## config.mk

```make
export PLATFORM = sky130hd
export DESIGN_NAME = olse_ctrl
export DESIGN_NICKNAME = d
export VERILOG_FILES = /design/src/rtl/olse_pkg.sv /design/src/rtl/olse_ctrl.sv
export SDC_FILE = /design/constraint.sdc
export NUM_CORES = 1
export LEC_CHECK = 0
export BUFFER_PORTS_ARGS = -buffer_cell sky130_fd_sc_hd__buf_2
export CAP_MARGIN = 20
export CELL_PAD_IN_SITES_DETAIL_PLACEMENT = 1
export CELL_PAD_IN_SITES_GLOBAL_PLACEMENT = 1
export CORE_ASPECT_RATIO = 0.7
export CORE_MARGIN = 1
export CORE_UTILIZATION = 47
export CTS_BUF_LIST = sky130_fd_sc_hd__clkbuf_4 sky130_fd_sc_hd__clkbuf_8
export CTS_CLUSTER_SIZE = 16
export DETAILED_ROUTE_END_ITERATION = 12
export GPL_TIMING_DRIVEN = 0
export MAX_ROUTING_LAYER = met4
export PLACE_DENSITY_LB_ADDON = 0.1
export SLEW_MARGIN = 20
export SYNTH_ARGS = -nofsm -noshare
export SYNTH_HDL_FRONTEND = slang
export SYNTH_SLANG_ARGS = --single-unit
```

## constraint.sdc

```tcl
create_clock -name i_clk -period 6.2 [get_ports i_clk]
set_clock_uncertainty 0.15 [all_clocks]
set_input_delay 1.24 -clock i_clk [delete_from_list [all_inputs] [get_ports i_clk]]
set_output_delay 1.24 -clock i_clk [all_outputs]
set_load 0.01 [all_outputs]
```

## src/rtl/olse_pkg.sv

```systemverilog
// shared types and constants for the online log-sum-exp reducer
package olse_pkg;

    // datapath operations issued by the controller
    typedef enum logic [3:0] {
        OP_NONE,
        OP_CAPTURE,
        OP_EXP_SCALE,
        OP_EXP_TERM,
        OP_LANE_UPD,
        OP_GMAX_INIT,
        OP_GMAX_STEP,
        OP_MEXP,
        OP_MACC,
        OP_CLAMP,
        OP_NORM_STEP,
        OP_LOG1,
        OP_LOG2,
        OP_LOG3,
        OP_LN,
        OP_EMIT
    } t_op;

    // status flags from datapath to controller
    typedef struct packed {
        logic exp_done;
        logic lane_more;
        logic idx_last;
        logic norm_done;
        logic last;
        logic any_seen;
        logic out_busy;
    } t_dp_status;

    // exponential constants, q16
    localparam logic [16:0] EXP_LOG2E = 17'd94548;
    localparam logic [17:0] EXP_C3    = 18'd5112;
    localparam logic [17:0] EXP_C2    = 18'd14824;
    localparam logic [17:0] EXP_C1    = 18'd45600;
    localparam logic [17:0] ONE_Q16   = 18'd65536;

    // log2 polynomial constants, q16
    localparam logic [16:0] LOG_C2 = 17'd10434;
    localparam logic [16:0] LOG_C1 = 17'd38147;
    localparam logic [16:0] LOG_C0 = 17'd93249;
    localparam logic [16:0] LN2_Q16 = 17'd45426;

    // result bounds
    localparam logic [23:0] OUT_MIN = 24'h800000;
    localparam logic [23:0] OUT_MAX = 24'h7fffff;

endpackage

```

## src/rtl/olse_ctrl.sv

```systemverilog
// controller state machine sequencing lane updates, merge and logarithm
module olse_ctrl
    import olse_pkg::*;
(
    input  logic       i_clk,
    input  logic       i_rst_n,
    input  logic       i_in_valid,
    output logic       o_in_ready,
    input  t_dp_status i_st,
    output t_op        o_op
);

    typedef enum logic [12:0] {
        ST_IDLE   = 13'b0000000000001,
        ST_LANE   = 13'b0000000000010,
        ST_EXPS   = 13'b0000000000100,
        ST_EXPT   = 13'b0000000001000,
        ST_GMAX   = 13'b0000000010000,
        ST_MSTART = 13'b0000000100000,
        ST_MWAIT  = 13'b0000001000000,
        ST_CLAMP  = 13'b0000010000000,
        ST_NORM   = 13'b0000100000000,
        ST_LOG2   = 13'b0001000000000,
        ST_LOG3   = 13'b0010000000000,
        ST_LN     = 13'b0100000000000,
        ST_EMIT   = 13'b1000000000000
    } t_state;

    t_state r_state;
    t_state n_state;

    // next state and operation
    always_comb begin
        n_state    = r_state;
        o_op       = OP_NONE;
        o_in_ready = 1'b0;
        case (r_state)
            ST_IDLE: begin
                o_in_ready = 1'b1;
                if (i_in_valid) begin
                    o_op    = OP_CAPTURE;
                    n_state = ST_LANE;
                end
            end
            ST_LANE: begin
                if (i_st.lane_more) begin
                    o_op    = OP_EXP_SCALE;
                    n_state = ST_EXPS;
                end else if (!i_st.last) begin
                    n_state = ST_IDLE;
                end else if (!i_st.any_seen) begin
                    n_state = ST_EMIT;
                end else begin
                    o_op    = OP_GMAX_INIT;
                    n_state = ST_GMAX;
                end
            end
            ST_EXPS: begin
                if (i_st.exp_done) begin
                    o_op    = OP_EXP_TERM;
                    n_state = ST_EXPT;
                end
            end
            ST_EXPT: begin
                if (i_st.exp_done) begin
                    o_op    = OP_LANE_UPD;
                    n_state = ST_LANE;
                end
            end
            ST_GMAX: begin
                o_op = OP_GMAX_STEP;
                if (i_st.idx_last) begin
                    n_state = ST_MSTART;
                end
            end
            ST_MSTART: begin
                o_op    = OP_MEXP;
                n_state = ST_MWAIT;
            end
            ST_MWAIT: begin
                if (i_st.exp_done) begin
                    o_op    = OP_MACC;
                    n_state = i_st.idx_last ? ST_CLAMP : ST_MSTART;
                end
            end
            ST_CLAMP: begin
                o_op    = OP_CLAMP;
                n_state = ST_NORM;
            end
            ST_NORM: begin
                if (i_st.norm_done) begin
                    o_op    = OP_LOG1;
                    n_state = ST_LOG2;
                end else begin
                    o_op = OP_NORM_STEP;
                end
            end
            ST_LOG2: begin
                o_op    = OP_LOG2;
                n_state = ST_LOG3;
            end
            ST_LOG3: begin
                o_op    = OP_LOG3;
                n_state = ST_LN;
            end
            ST_LN: begin
                o_op    = OP_LN;
                n_state = ST_EMIT;
            end
            ST_EMIT: begin
                if (!i_st.out_busy) begin
                    o_op    = OP_EMIT;
                    n_state = ST_IDLE;
                end
            end
            default: begin
                n_state = ST_IDLE;
            end
        endcase
    end

    // state register
    always_ff @(posedge i_clk) begin
        if (!i_rst_n) begin
            r_state <= ST_IDLE;
        end else begin
            r_state <= n_state;
        end
    end

endmodule

```

[Word-level counts from Yosys, hierarchy flattened]
Index checks and enable logic that the tools add are counted.
Cells by class
  equality and inequality tests: 20
  muxes and demuxes: 23
  reductions and logical operators: 1
Operator list (number)
  one-hot mux 13 bit (13 select lines): 1
  2-to-1 mux 13 bit: 10
  one-hot mux 4 bit (13 select lines): 1
  inequality test 2 bit, second input constant: 7
  == test 13 x 1 -> 1 bit, second input constant: 1
  == test 13 x 10 -> 1 bit, second input constant: 1
  == test 13 x 11 -> 1 bit, second input constant: 1
  == test 13 x 12 -> 1 bit, second input constant: 1
  == test 13 bit, second input constant: 1
  == test 13 x 2 -> 1 bit, second input constant: 1
  == test 13 x 3 -> 1 bit, second input constant: 1
  == test 13 x 4 -> 1 bit, second input constant: 1
  == test 13 x 5 -> 1 bit, second input constant: 1
  == test 13 x 6 -> 1 bit, second input constant: 1
  == test 13 x 7 -> 1 bit, second input constant: 1
  == test 13 x 8 -> 1 bit, second input constant: 1
  == test 13 x 9 -> 1 bit, second input constant: 1
  2-to-1 mux 3 bit: 4
  2-to-1 mux 4 bit: 2
  2-to-1 mux 8 bit: 1
  AND reduction 7 bit: 1
  2-to-1 mux 1 bit: 3
  2-to-1 mux 2 bit: 1
Word-level totals
  bits in registers: 13
  output and inout port bits: 5
  bits of input ports: 10
  logic and storage cells: 45

[Depth between registers and ports, before layout]
  depth in word-level cells: 4
  mapped depth: 7
  gate-level depth less buffers: 7

[Least setup slack after synthesis]
No wires, ideal clock.
  kind: input -> output
  start point: input i_st[0] (netlist bit)
  end point: output o_op[2]
  path slack: 2.864 ns
  buffers on the path: 0
  required time: 4.810 ns
  data arrival time: 1.946 ns
  stages: 5
  cells stage by stage: nand2b_1 mux2i_1 and3_1 a31oi_1 o2111ai_1
Between the ends
  cells in the longest elaborated chain, start to end: 2
Ends and longest elaborated chain
  from (decl): RTL line olse_ctrl.sv:9  | input t_dp_status i_st,
  2-to-1 mux 4 bit: RTL line olse_ctrl.sv:111  | if (!i_st.out_busy) begin
  one-hot mux 4 bit (13 select lines): RTL line olse_ctrl.sv:37  | case (r_state)
  to (decl): RTL line olse_ctrl.sv:10  | output t_op o_op
No other way between the ends.

[Final worst setup path]
  start point: register r_state[0]
  end point: output o_op[2]
Between the ends
  cells in the longest elaborated chain, start to end: 2
  elaborated cells between the ends (all ways): 14
  those cells by class: 13 x eq/ne; 1 x mux
Ends and longest elaborated chain
  from (decl): RTL line olse_ctrl.sv:29  | t_state r_state;
  from (signal assigned): RTL line olse_ctrl.sv:127  | r_state <= n_state;
  == test 13 bit, or another cell as far along: RTL line olse_ctrl.sv:37
  one-hot mux 4 bit (13 select lines) *: RTL line olse_ctrl.sv:37
Every way passes the cells marked *; elsewhere a longest branch is shown, timed or not.

==> impl_metrics.toml <==
[finish]
layout.core_utilization_pct = 60.0
reg.largest.list = "r_state: 13 flops"
max_ffs_per_register = 13
num_antenna_cells = 0
regMostFlops = "r_state"
layout.cells.non_filler = 177
post-route-cell-area_mm2 = 0.00119
layout.filler_cells = 263
area_growth_syn_to_layout_pct = 13.1
fin_nets = 158
post_route_cells_drive_above_1_share_pct = 25.2

[setup_path]
reg2reg_from = "r_state[3]$_SDFFE_PN0P_"
wp_data_required_ps = 4810
worstPathMaxFanout = 9
cp_slowest_cell = "sky130_fd_sc_hd__or4b_2"
worstPathCellList = "buf_6 > or4b_2 > nor4_1 > and2b_1 > a31oi_1 > o2111ai_1 > buf_2"
timing.critical_path.to_type = "primary output"
worst-setup-path-type = "reg2out"
cp_data_arrival_time_ps = 2720
worstRegToRegCells = 7
start_kind = "flip-flop"
cp-startpoint = "r_state[0]$_SDFFE_PN1P_"
max_stage_delay_ps = 680

[placement]
place_inst = 173
buffer_ports.inserted = 14
post_dp_cell_area_mm2 = 0.00116
detailedPlacementHpwl_mm = 2.77
gp_congestion = 0.961
preCtsSetupSlack_ps = 2490

[clock_network]
cts_hold_buffers = 0
largest_buffer_count_on_any_clock_path = 2
post_cts_buffers = 0
clock-sinks = 13
clk_pin_slew_worst_paths_ps = 90
htree_num_levels = 1
cts_resized = 0
clk_latency_ps = 290
ctsRootBufferMaster = "sky130_fd_sc_hd__clkbuf_4"
tritoncts = "built"
numCtsBuffers = 3

[synth]
synth_ff_type = "sky130_fd_sc_hd__dfxtp_1"
post-synth-top-area-cell = "sky130_fd_sc_hd__dfxtp_1"
synth.distinct_cells = 53
syn_nets = 139
yosys_warnings = 0
synth_area_leaders = "sky130_fd_sc_hd__dfxtp_1, sky130_fd_sc_hd__nor4b_1, sky130_fd_sc_hd__nor2_1, sky130_fd_sc_hd__nand2_1, sky130_fd_sc_hd__or4_4"
synth.yosys.seq_area_share_pct = 24.7
post_synthesis_instance_total = 129
avgSynthCellArea_um2 = 8.17
synth.top_cells.by_count = "sky130_fd_sc_hd__dfxtp_1, sky130_fd_sc_hd__nor2_1, sky130_fd_sc_hd__nand2_1"
synth_most_common_cell = "sky130_fd_sc_hd__dfxtp_1"
synth_enable_flop_cells = 0
post-synth-top-area-fraction_pct = 24.7
ffs_latches_synth = 13
mapped_area_mm2 = 0.00105
synth_async_sr_flop_share_pct = 0

[routing]
vias = 1188
wl_per_cell_um = 20.8
ant_nets = 0
drcViolationCount = 0
detail_route.wirelength_mm = 3.68
route.detailed.vias_per_inst = 6.71
drt_iter0_drc = 75
dr.pass1.iters = 4

[hold_path]
hold_start = "r_state[2]$_SDFFE_PN0P_"
worst_hold_path.num_cells = 2
hold_path.class = "reg2reg"

[timing]
worst_slew_margin_rel_pct = 44.6
worstMarginPinSlew_ps = 820
slew_viol_final = 0
grt_setup_unrepaired = "no"
final_hold_viol_count = 0
period_needed_ps = 4110
setup-violations-final = 0
fmax_ghz = 0.243
fin_setup_tns_ps = 0
setup_slack_ps = 2090
finalHoldWorstSlack_ps = 419
period_share_pct = 66.3

[global_routing]
grt_antenna_before_repair = 0
wire_length_of_the_first_global_routing_pass_mm = 5.85
grt_start_max_net_pins = 11
global_route.overflow_total = 0
grt_pass1_vias = 1169
grtUsageTotal_pct = 34.0

[die]
fp.coreArea_mm2 = 0.00198
die_w_um = 58.6
dieArea_mm2 = 0.00244
io-pin-count = 15
start_util_pct = 53.1
floorplan.die.height_um = 41.6
rows = 13

[power_and_ir_drop]
worst_case_vdd_ir_drop_mv = 0.117
design_power_total_mw = 0.244
p_leak_nw = 0.489
power_density_mw_per_mm2 = 205

[job]
maxCapViolations = 0

[outcome]
outcome = "completed"
worst paths after layout:
kind | end | slack (ps)
worst max-delay path | o_op[2] | 2090
worst min-delay path | r_state[2]$_SDFFE_PN0P_ | 420
worst max register to register | r_state[5]$_SDFFE_PN0P_ | 3590
worst min register to register | r_state[2]$_SDFFE_PN0P_ | 420
report_power, final:
group          internal (mW)  switching [mW]
Combinational         0.0375          0.0548
Sequential            0.0870         0.00365
Clock                 0.0294          0.0319
per-layer routing:
metal	share of wire, %	track usage, %
met5	0	-
met1	41	43.6
met4	4.9	16.2
met2	43	48.0
met3	11	11.2
placed cells by master (no fill, tap or decap), drive strengths merged, types with 3 or more instances in the layout:
| cell | count |
|---|---|
| or2 | 3 |
| nor4 | 5 |
| a31oi | 3 |
| a21boi | 4 |
| nand4 | 4 |
| nor4b | 6 |
| clkbuf | 6 |
| nand3 | 6 |
| dfxtp | 13 |
| nor2 | 13 |
| xor2 | 3 |
| nand2 | 11 |
| or4 | 3 |
| buf | 20 |
| inv | 4 |
cells by family (layout without fill, tap and decap cells):
group	count (synthesis)	after routing	synth area share, %
multiplexers	2	2	1.90
buffers and inverters	12	30	6.18
AO/OA/AOI/OAI	22	22	16.3
flip-flops	13	13	24.7
XOR/XNOR	5	5	4.16
AND/OR/NAND/NOR	75	75	46.8
cell type report:
class                   count  area (um^2)  area share (%)
clock buffers               4         30.0            2.52
inverters                   4         15.0            1.26
flip-flops and latches     13          260            21.8
plain buffers               8         50.0            4.20
multi-input cells         104          728            61.1
well taps                  30         37.5            3.15
repair buffers             14         70.1            5.88
worst max-delay path: cells and delay by family (launching register included):
family	cells	cell delay, ps
AND/OR/NAND/NOR	3	1510
buffers and inverters	2	290
flip-flops	1	320
AO/OA/AOI/OAI	2	310
Note: power is estimated with default switching activity, not from simulation.
